`config.mk`:
```
export PLATFORM = sky130hd
export DESIGN_NAME = two_class_priority_queue
export DESIGN_NICKNAME = d
export VERILOG_FILES = /design/src/hw/rtl/tcpq_pkg.sv /design/src/hw/rtl/tcpq_ring.sv /design/src/hw/rtl/two_class_priority_queue.sv
export SDC_FILE = /design/constraint.sdc
export NUM_CORES = 1
export LEC_CHECK = 0
export BUFFER_PORTS_ARGS = -buffer_cell sky130_fd_sc_hd__buf_2
export CAP_MARGIN = 10
export CORE_MARGIN = 2
export CORE_UTILIZATION = 55
export DETAILED_ROUTE_END_ITERATION = 6
export GPL_TIMING_DRIVEN = 0
export PLACE_DENSITY = 0.78
export SLEW_MARGIN = 15
export SYNTH_ARGS = -nofsm -noshare
export SYNTH_HDL_FRONTEND = slang
export SYNTH_HIERARCHICAL = 1
export SYNTH_SLANG_ARGS = --single-unit
```
`constraint.sdc`:
```
create_clock -name clk -period 11.6 [get_ports clk]
set_input_delay 1.16 -clock clk [delete_from_list [all_inputs] [get_ports clk]]
set_output_delay 1.16 -clock clk [all_outputs]
set_load 0.1 [all_outputs]
```
`src/hw/rtl/tcpq_pkg.sv`:
```
// Shared types and constants for the two-class priority queue.
// Used by tcpq_ring and two_class_priority_queue; depends on nothing.
`default_nettype none

package tcpq_pkg;

  localparam int VALUE_W = 16;
  localparam int REQ_W   = 2;
  localparam int COUNT_W = 6;

  localparam logic [REQ_W-1:0] REQ_QUERY  = 2'd0;
  localparam logic [REQ_W-1:0] REQ_INSERT = 2'd1;
  localparam logic [REQ_W-1:0] REQ_REMOVE = 2'd2;

  localparam logic [VALUE_W-1:0] THRESH_RESET = 16'hFFFF;

  // Request from the control logic to one class ring.
  typedef struct packed {
    logic               push;
    logic               pop;
    logic [VALUE_W-1:0] data;
  } ring_cmd_t;

  // What one ring reports back about its contents.
  typedef struct packed {
    logic               empty;
    logic               full;
    logic [VALUE_W-1:0] head;
    logic [VALUE_W-1:0] tail;
  } ring_stat_t;

endpackage

`default_nettype wire

```
`src/hw/rtl/tcpq_ring.sv`:
```
// One class FIFO: a ring store in a synchronous RAM with cached head and tail.
// Depends on tcpq_pkg for the command and status structs.
`default_nettype none

module tcpq_ring
  import tcpq_pkg::*;
#(
  parameter int DEPTH = 16,
  localparam int PTR_W = $clog2(DEPTH),
  localparam int CNT_W = $clog2(DEPTH + 1)
) (
  input  wire logic             clk,
  input  wire logic             rst_n,
  input  wire ring_cmd_t        cmd,
  output ring_stat_t            stat,
  output logic      [CNT_W-1:0] fill
);

  logic [VALUE_W-1:0] mem [DEPTH];

  logic [PTR_W-1:0]   rd_ptr_r, wr_ptr_r;
  logic [PTR_W-1:0]   rd_next, wr_next;
  logic [CNT_W-1:0]   fill_r;
  logic               refresh_r;
  logic [VALUE_W-1:0] rd_data_r;
  logic [VALUE_W-1:0] head_r, tail_r;

  assign rd_next = (rd_ptr_r == PTR_W'(DEPTH - 1)) ? '0 : rd_ptr_r + PTR_W'(1);
  assign wr_next = (wr_ptr_r == PTR_W'(DEPTH - 1)) ? '0 : wr_ptr_r + PTR_W'(1);

  // A pop fetches the entry behind the old head into rd_data_r, and the
  // cached head is then refreshed from that register.
  always_ff @(posedge clk) begin
    if (cmd.push) begin
      mem[wr_ptr_r] <= cmd.data;
    end
    if (cmd.pop) begin
      rd_data_r <= mem[rd_next];
    end
  end

  always_ff @(posedge clk) begin
    if (!rst_n) begin
      rd_ptr_r  <= '0;
      wr_ptr_r  <= '0;
      fill_r    <= '0;
      refresh_r <= 1'b0;
    end else begin
      refresh_r <= cmd.pop;
      if (cmd.push) begin
        wr_ptr_r <= wr_next;
        fill_r   <= fill_r + CNT_W'(1);
      end else if (cmd.pop) begin
        rd_ptr_r <= rd_next;
        fill_r   <= fill_r - CNT_W'(1);
      end
    end
  end

  // An item pushed into an empty ring is its head as well as its tail.
  always_ff @(posedge clk) begin
    if (cmd.push) begin
      tail_r <= cmd.data;
      if (fill_r == '0) begin
        head_r <= cmd.data;
      end
    end else if (refresh_r) begin
      head_r <= rd_data_r;
    end
  end

  assign stat.empty = (fill_r == '0);
  assign stat.full  = (fill_r == CNT_W'(DEPTH));
  assign stat.head  = head_r;
  assign stat.tail  = tail_r;
  assign fill       = fill_r;

`ifndef SYNTHESIS
  a_fill_bound: assert property (@(posedge clk) disable iff (!rst_n)
    fill_r <= CNT_W'(DEPTH))
    else $error("ring fill count exceeds its depth");

  a_no_push_full: assert property (@(posedge clk) disable iff (!rst_n)
    cmd.push |-> !stat.full)
    else $error("push issued to a full ring");

  a_no_pop_empty: assert property (@(posedge clk) disable iff (!rst_n)
    cmd.pop |-> !stat.empty)
    else $error("pop issued to an empty ring");

  a_push_pop_excl: assert property (@(posedge clk) disable iff (!rst_n)
    !(cmd.push && cmd.pop))
    else $error("push and pop issued in the same cycle");
`endif

endmodule

`default_nettype wire

```
`src/hw/rtl/two_class_priority_queue.sv`:
```
// Top level of the two-class priority queue: request control, threshold
// register and result register. Depends on tcpq_pkg and tcpq_ring.
`default_nettype none

// Each request item (query, insert or remove) passes through S_IDLE, S_FETCH
// and S_WRITE on its way to its result: the ring pointers and the RAM write
// or read move in the cycle of acceptance, in S_IDLE; the refreshed head is
// loaded from the RAM read port in S_FETCH; and the result is loaded into the
// output register in S_WRITE, which waits there while a pending result is
// stalled. The next item may be accepted as soon as that result is loaded,
// even while it still waits on out_stall. Values at or above the threshold
// register go to the priority class; each class holds CLASS_DEPTH entries
// and an insert into a full class is dropped with full_error set. The RAMs
// need no clearing after reset.
module two_class_priority_queue
  import tcpq_pkg::*;
#(
  parameter int CLASS_DEPTH = 16
) (
  input  wire logic               clk,
  input  wire logic               rst_n,

  input  wire logic               cfg_wr_en,
  input  wire logic [VALUE_W-1:0] cfg_wr_data,

  input  wire logic               in_valid,
  output logic                    in_stall,
  input  wire logic [REQ_W-1:0]   in_req_type,
  input  wire logic [VALUE_W-1:0] in_item_value,

  output logic                    out_valid,
  input  wire logic               out_stall,
  output logic                    out_removed_valid,
  output logic      [VALUE_W-1:0] out_removed_value,
  output logic                    out_empty_error,
  output logic                    out_full_error,
  output logic      [VALUE_W-1:0] out_head_value,
  output logic      [VALUE_W-1:0] out_tail_value,
  output logic      [VALUE_W-1:0] out_prio_head_value,
  output logic      [VALUE_W-1:0] out_prio_tail_value,
  output logic                    out_has_priority,
  output logic      [COUNT_W-1:0] out_entry_count
);

  localparam int CNT_W = $clog2(CLASS_DEPTH + 1);

  typedef enum logic [2:0] {
    S_IDLE  = 3'b001,
    S_FETCH = 3'b010,
    S_WRITE = 3'b100
  } state_t;

  state_t state_r, state_nxt;

  logic [VALUE_W-1:0] thresh_r;

  ring_cmd_t  pcmd, ncmd;
  ring_stat_t pstat, nstat;
  logic [CNT_W-1:0] pfill, nfill;

  logic               in_accept;
  logic               is_prio;
  logic               rvalid_c, eerr_c, ferr_c;
  logic [VALUE_W-1:0] rval_c;

  logic               rvalid_r, eerr_r, ferr_r;
  logic [VALUE_W-1:0] rval_r;

  logic               out_valid_r, out_valid_nxt;
  logic               out_load;
  logic               out_rvalid_r, out_eerr_r, out_ferr_r, out_has_prio_r;
  logic [VALUE_W-1:0] out_rval_r, out_head_r, out_tail_r;
  logic [VALUE_W-1:0] out_phead_r, out_ptail_r;
  logic [COUNT_W-1:0] out_count_r;

  logic [VALUE_W-1:0] head_c, tail_c, phead_c, ptail_c;
  logic [CNT_W:0]     count_sum;

  tcpq_ring #(.DEPTH(CLASS_DEPTH)) u_prio_ring (
    .clk   (clk),
    .rst_n (rst_n),
    .cmd   (pcmd),
    .stat  (pstat),
    .fill  (pfill)
  );

  tcpq_ring #(.DEPTH(CLASS_DEPTH)) u_norm_ring (
    .clk   (clk),
    .rst_n (rst_n),
    .cmd   (ncmd),
    .stat  (nstat),
    .fill  (nfill)
  );

  always_ff @(posedge clk) begin
    if (!rst_n) begin
      thresh_r <= THRESH_RESET;
    end else if (cfg_wr_en) begin
      thresh_r <= cfg_wr_data;
    end
  end

  assign in_accept = in_valid && (state_r == S_IDLE);
  assign in_stall  = (state_r != S_IDLE);
  assign is_prio   = (in_item_value >= thresh_r);

  always_comb begin
    pcmd      = '0;
    ncmd      = '0;
    pcmd.data = in_item_value;
    ncmd.data = in_item_value;
    rvalid_c  = 1'b0;
    rval_c    = '0;
    eerr_c    = 1'b0;
    ferr_c    = 1'b0;
    unique case (in_req_type)
      REQ_INSERT: begin
        if (is_prio) begin
          pcmd.push = in_accept && !pstat.full;
          ferr_c    = pstat.full;
        end else begin
          ncmd.push = in_accept && !nstat.full;
          ferr_c    = nstat.full;
        end
      end
      REQ_REMOVE: begin
        priority if (!pstat.empty) begin
          pcmd.pop = in_accept;
          rvalid_c = 1'b1;
          rval_c   = pstat.head;
        end else if (!nstat.empty) begin
          ncmd.pop = in_accept;
          rvalid_c = 1'b1;
          rval_c   = nstat.head;
        end else begin
          eerr_c = 1'b1;
        end
      end
      default: begin
        // Query, and the unused code, leave the queue as it is.
      end
    endcase
  end

  always_ff @(posedge clk) begin
    if (in_accept) begin
      rvalid_r <= rvalid_c;
      rval_r   <= rval_c;
      eerr_r   <= eerr_c;
      ferr_r   <= ferr_c;
    end
  end

  // The view of the queue after the step, zero where there is nothing to show.
  always_comb begin
    phead_c = pstat.empty ? '0 : pstat.head;
    ptail_c = pstat.empty ? '0 : pstat.tail;
    head_c  = !pstat.empty ? pstat.head : (!nstat.empty ? nstat.head : '0);
    tail_c  = !nstat.empty ? nstat.tail : ptail_c;
  end

  assign count_sum = {1'b0, pfill} + {1'b0, nfill};

  assign out_load = (state_r == S_WRITE) && (!out_valid_r || !out_stall);

  always_comb begin
    state_nxt     = state_r;
    out_valid_nxt = out_valid_r;
    if (out_valid_r && !out_stall) begin
      out_valid_nxt = 1'b0;
    end
    unique case (state_r)
      S_IDLE: begin
        if (in_accept) begin
          state_nxt = S_FETCH;
        end
      end
      S_FETCH: begin
        state_nxt = S_WRITE;
      end
      S_WRITE: begin
        if (out_load) begin
          out_valid_nxt = 1'b1;
          state_nxt     = S_IDLE;
        end
      end
      default: begin
        state_nxt = S_IDLE;
      end
    endcase
  end

  always_ff @(posedge clk) begin
    if (!rst_n) begin
      state_r     <= S_IDLE;
      out_valid_r <= 1'b0;
    end else begin
      state_r     <= state_nxt;
      out_valid_r <= out_valid_nxt;
    end
  end

  always_ff @(posedge clk) begin
    if (out_load) begin
      out_rvalid_r   <= rvalid_r;
      out_rval_r     <= rval_r;
      out_eerr_r     <= eerr_r;
      out_ferr_r     <= ferr_r;
      out_head_r     <= head_c;
      out_tail_r     <= tail_c;
      out_phead_r    <= phead_c;
      out_ptail_r    <= ptail_c;
      out_has_prio_r <= !pstat.empty;
      out_count_r    <= COUNT_W'(count_sum);
    end
  end

  assign out_valid           = out_valid_r;
  assign out_removed_valid   = out_rvalid_r;
  assign out_removed_value   = out_rval_r;
  assign out_empty_error     = out_eerr_r;
  assign out_full_error      = out_ferr_r;
  assign out_head_value      = out_head_r;
  assign out_tail_value      = out_tail_r;
  assign out_prio_head_value = out_phead_r;
  assign out_prio_tail_value = out_ptail_r;
  assign out_has_priority    = out_has_prio_r;
  assign out_entry_count     = out_count_r;

`ifndef SYNTHESIS
  a_result_flags_excl: assert property (@(posedge clk) disable iff (!rst_n)
    out_valid |-> !(out_removed_valid && out_empty_error))
    else $error("result reports both a removal and an empty error");

  a_accept_then_fetch: assert property (@(posedge clk) disable iff (!rst_n)
    (in_valid && !in_stall) |=> (state_r == S_FETCH))
    else $error("accepted item did not move on to the fetch cycle");

  a_no_load_over_pending: assert property (@(posedge clk) disable iff (!rst_n)
    (out_valid && out_stall) |-> !out_load)
    else $error("result register overwritten while its item was stalled");

  a_removed_has_entries: assert property (@(posedge clk) disable iff (!rst_n)
    (out_valid && out_head_value != '0) |-> (out_entry_count != '0))
    else $error("non-zero head shown for an empty queue");
`endif

endmodule

`default_nettype wire
```
-- After elaboration in Yosys (flattened, before gate mapping)
Memory sizes are Yosys's and may differ from the RTL's. A register that Yosys moved wholly into a read port is not among the register bits.
Index checks and enable logic that the tools add are counted.
- register bits: 221
- bits in writable memories: 512
- input bits: 39
- output and inout bits: 92
- logic and storage cells: 123
- memories: 2
- memory list (name ; depth ; width ; rd ports ; clocked after memory_dff ; wr ports ; RTL line ; RTL):
    u_norm_ring.mem ; 16 ; 16 ; 1 ; 1 ; 1 ; tcpq_ring.sv:19 ; logic [VALUE_W-1:0] mem [DEPTH];
    u_prio_ring.mem ; 16 ; 16 ; 1 ; 1 ; 1 ; tcpq_ring.sv:19 ;
- add/subtract/negate cells: 9
- order comparisons: 1
- eq/ne operators: 16
- multiplexer cells: 41
- bitwise operators: 2
- reduce and logical (&&, ||, !) cells: 23
- operator list (operator ; number):
    $mux 16 ; 10
    $mux 1 ; 20
    $mux 5 ; 4
    $add 4x1->4 const B ; 4
    $eq 4x4->1 const B ; 4
    $ge 16x16->1 ; 1
    $mux 4 ; 4
    $reduce_and 2->1 ; 6
    $add 5x1->5 const B ; 2
    $eq 5x5->1 const B ; 2
    $logic_not 5->1 ; 2
    $sub 5x1->5 const B ; 2
    $pmux 3 s3 ; 1
    $reduce_bool 2->1 ; 4
    $add 5x5->6 ; 1
    $mux 3 ; 2
    $logic_and 1x1->1 ; 5
    $logic_not 1->1 ; 5
    $ne 2x1->1 const B ; 2
    $ne 2x2->1 const B ; 2
    $eq 3x1->1 const B ; 1
    $eq 3x2->1 const B ; 1
    $eq 3x3->1 const B ; 1
    $ne 3x1->1 const B ; 1
    4 further kinds ; 5

-- Depth between registers and ports, before layout
- depth after elaboration: 7
- depth in mapped cells: 15
- gate-level depth less buffers: 14

-- Hierarchy
Netlist, hierarchy kept.
- by module, submodules not included (module ; times used ; cells each ; area each (sq um) ; seq. area each (sq um)):
    tcpq_ring at u_norm_ring ; 1 ; 766 ; 12463.2 ; 9409.0
    tcpq_ring at u_prio_ring ; 1 ; 728 ; 12463.2 ; 9409.0
    two_class_priority_queue ; 1 ; 361 ; 5298.8 ; 3673.5

-- Worst setup path before layout
No wires, ideal clock.
- path type: input port to flip-flop
- start point: in out_stall
- end point: reg out_eerr_r (netlist: out_empty_error), enable pin
- library setup time: 0.569 ns
- arrival: 5.417 ns
- data required time: 11.031 ns
- path slack: 5.615 ns
- stages: 1
- path buffers: 0
- cell sequence: a21oi_1
- word-level cells in the longest chain between the ends: 3
- RTL lines (item ; RTL line ; RTL):
    start: declaration ; two_class_priority_queue.sv:32 ; input wire logic out_stall,
    $logic_not 1->1 ; two_class_priority_queue.sv:164 ; assign out_load = (state_r == S_WRITE) && (!out_valid_r || !out_stall);
    $logic_or 1x1->1 ; two_class_priority_queue.sv:164 ;
    $logic_and 1x1->1 ; two_class_priority_queue.sv:164 ;
    end signal: assignment ; two_class_priority_queue.sv:207 ; out_eerr_r <= eerr_r;
    end: declaration ; two_class_priority_queue.sv:71 ; logic out_rvalid_r, out_eerr_r, out_ferr_r, out_has_prio_r;
Every way passes these cells.
A chain may end at the register's enable or synchronous reset.

==> flow_metrics.py <==
metrics = {
    "outcome": {
        "outcome": "completed",
    },
    "cells_and_area": {
        "area_delta_synth_final_pct": 13.7,
        "drive_above_1_share": 0.190,
        "multi_input_area_um2": 7110,
        "fillerInstances": 3686,
        "finalNetCount": 2151,
        "register_area_um2": 22500,
        "num_antenna_cells": 0,
        "final_util": 0.636,
    },
    "timing": {
        "rsz0062_at_grt": "no",
        "period_share": 0.474,
        "finalCriticalPeriod_ns": 5.50,
        "slew_headroom": 0.294,
        "fmax_mhz": 182,
        "worst_slew_pin_slew_ns": 1.06,
        "tns_ns": 0,
        "setup_viol_count_final": 0,
        "hold_viol_final": 0,
        "final_max_slew_viol_count": 0,
        "skew_ns": 0.0232,
    },
    "setup_path": {
        "startpoint": "in_item_value[12]",
        "r2r-start": "state_r[1]",
        "startpoint_type": "input pin",
        "cp-end-kind": "register",
        "cp_data_required_time_ns": 11.82,
        "path_class": "in2reg",
        "r2r_slack_ns": 6.92,
        "path_max_fanout": 37,
        "cp.arrival_ns": 5.72,
    },
    "placed_design": {
        "hpwl_mm": 46.6,
        "portBuffers": 130,
        "gp_congestion": 0.933,
    },
    "route": {
        "ant_nets": 0,
        "drt-wirelength-per-cell_um": 26.2,
        "finalWirelength_mm": 74.0,
        "drt_iter0_drc": 2230,
        "viasPerCell": 6.38,
        "drc_errors": 0,
        "vias": 18000,
        "drtPass1Iterations": 7,
    },
    "power": {
        "power_density_nw_per_um2": 168,
        "max-vdd-ir-drop_uv": 99.3,
        "clockPowerShare": 0.415,
        "comb_power_share": 0.053,
        "switching_power_mw": 1.22,
        "sw_frac_of_total": 0.211,
        "leakage_nw": 11.8,
        "p_seq_frac": 0.532,
        "internal_power_mw": 4.55,
    },
    "global_route": {
        "grt_pass1_wl_mm": 109,
        "overflow": 0,
        "grt_max_degree": 38,
        "antenna_found_initial": 4,
        "first_global_vias": 17600,
        "track_usage": 0.261,
    },
    "cts": {
        "h-tree-depth": 3,
        "cts-root-buf": "clkbuf_16",
        "cts_sinks": 765,
        "clock_path_buffers": 3,
        "post_cts_resize_count": 0,
        "clk_latency_ns": 0.61,
        "cts_hold_buf": 0,
        "post_cts_buffers": 0,
        "clkTransAtPathRegs_ns": 0.06,
        "cts_tree": "done",
        "numCtsBuffers": 76,
    },
    "die": {
        "start_util": 0.559,
        "placementRows": 85,
        "die_y_um": 238,
        "ios": 131,
        "coreArea_um2": 54000,
        "die_w_um": 238,
        "die-area_um2": 56800,
    },
    "synthesis": {
        "avgSynthCellArea_um2": 16.3,
        "synthCells": 1855,
        "syn-num-nets": 1934,
        "yosysUniqueCellTypes": 85,
        "synth.cell_area_um2": 30200,
        "ys_seq_area_frac": 0.744,
        "synth_ff_type": "edfxtp_1",
        "synth_top_area_share": 0.712,
        "ys_ff_latch": 765,
        "synth_edf_count": 717,
        "ys_warn_count": 6,
        "ys_async_sr_fraction": 0,
        "synth_top_area_cell": "edfxtp_1",
        "synthTopCellsByArea": "edfxtp_1 71%, dfxtp_1 3.2%, mux2_2 2.1%",
    },
    "flow_run": {
        "maxCapViolCount": 0,
    },
    "worst_hold_path": {
        "min-delay-start": "rval_r[4]",
        "hold_path_class": "reg2reg",
    },
}
==> sequential cells by signal, indices dropped and copies added, names as in the netlist, 16 cells and up <==
register,cells
thresh_r,16
out_head_value,16
out_prio_tail_value,16
u_norm_ring/rd_data_r,16
rval_r,16
u_norm_ring/tail_r,16
out_removed_value,16
u_norm_ring/mem,256
u_prio_ring/rd_data_r,16
out_tail_value,16
u_norm_ring/head_r,16
u_prio_ring/head_r,16
u_prio_ring/tail_r,16
out_prio_head_value,16
u_prio_ring/mem,256
==> Yosys cell counts, types with 6 or more instances <==
master,instances
edfxtp_1,717
nand2_1,136
a21oi_1,86
nor2_1,71
nor2b_1,62
mux2_2,57
dfxtp_1,48
inv_1,41
clkbuf_1,38
ha_1,37
mux2i_1,37
and2_1,36
buf_2,35
o21ai_0,33
a21o_1,29
a221oi_1,26
a31oi_1,25
nand3_1,23
o211ai_1,22
a211oi_1,21
mux4_2,20
a22oi_1,18
and3_1,18
a222oi_1,16
o22ai_1,15
nor3_1,14
xnor2_1,12
and2b_1,9
buf_4,9
mux4_1,9
xor2_1,7
a2bb2oi_1,6
buf_6,6
==> area by class of cell <==
| class | instances | area share |
|---|---|---|
| clock inverter | 46 | 0.0135 |
| clock buffer | 90 | 0.0572 |
| timing repair buffer | 139 | 0.0237 |
| tap | 696 | 0.0253 |
| buffer | 94 | 0.0143 |
| multi-input combinational | 954 | 0.207 |
| sequential | 765 | 0.654 |
| inverter | 42 | 0.00459 |
==> cells by family (layout without fill, tap and decap cells) <==
logic type | Yosys count | in the layout | share of synthesized area
compound gates | 369 | 369 | 0.0880
buf+inv | 136 | 411 | 0.0215
simple gates | 402 | 402 | 0.0667
xor+xnor | 20 | 20 | 0.00604
flops | 765 | 765 | 0.744
fa+ha+maj | 40 | 40 | 0.0173
mux | 123 | 123 | 0.0562
==> per-layer routing <==
layer	global-route usage	vias up	part of all wire
li1	-	7696	-
met1	0.353	9007	0.38
met2	0.409	1156	0.46
met3	0.0692	163	0.12
met4	0.0972	6	0.033
met5	0	-	0.00053
==> placed cells by master, fill, tap and decap left out, types with 11 or more instances in the layout <==
cell and instances:
edfxtp_1 717, buf_2 165, nand2_1 136, a21oi_1 85
clkbuf_16 76, nor2_1 70, nor2b_1 62, mux2_2 57
clkbuf_1 51, dfxtp_1 48, inv_1 41, mux2i_1 37
ha_1 37, and2_1 36, o21ai_0 33, a21o_1 29
a221oi_1 26, a31oi_1 25, nand3_1 23, o211ai_1 22
a211oi_1 21, mux4_2 20, and3_1 18, a22oi_1 18
clkinv_2 16, a222oi_1 16, o22ai_1 15, clkinv_1 14
xnor2_1 12, nor3_1 12, buf_4 11
==> power groups by stage <==
stage	clock network [mW]	logic [mW]	registers, mW
5_1_grt	2.53	0.326	3.06
4_1_cts	2.42	0.302	3.06
3_3_place_gp	0	0.287	3.12
6_report	2.39	0.305	3.06
2_1_floorplan	0	0.173	3.12
3_5_place_dp	0	0.299	3.12
==> worst max-delay path, stage by stage <==
cell,delay [ns]
buf_2,0.73
ha_1,0.27
nand4_1,0.17
nor3_2,0.30
o311ai_2,0.16
nand3_2,0.25
nor3b_4,0.39
buf_8,0.22
clkbuf_1,0.39
inv_1,0.25
nor3_1,0.49
and2_1,0.90
==> stage by stage <==
stage | total power, mW | instances | hold WS, ns | area, µm² | setup WS, ns
floorplan | 3.29 | 1855 | 0.400 | 30200 | 5.61
global placement | 3.41 | 2681 | 0.402 | 31700 | 3.82
detailed placement | 3.42 | 2690 | 0.405 | 31900 | 5.55
CTS | 5.78 | 2826 | 0.417 | 34400 | 6.14
global route | 5.92 | 2826 | 0.415 | 34400 | 5.85
finish | 5.76 | 2826 | 0.413 | 34400 | 6.10
==> final timing paths <==
path	to	cells after the start
max reg2reg	u_prio_ring/mem[0][6]	9
max	u_prio_ring/mem[0][6]	12
min	out_removed_value[4]	0
min reg2reg	out_removed_value[4]	0
Power figures use the tool's default switching activity.
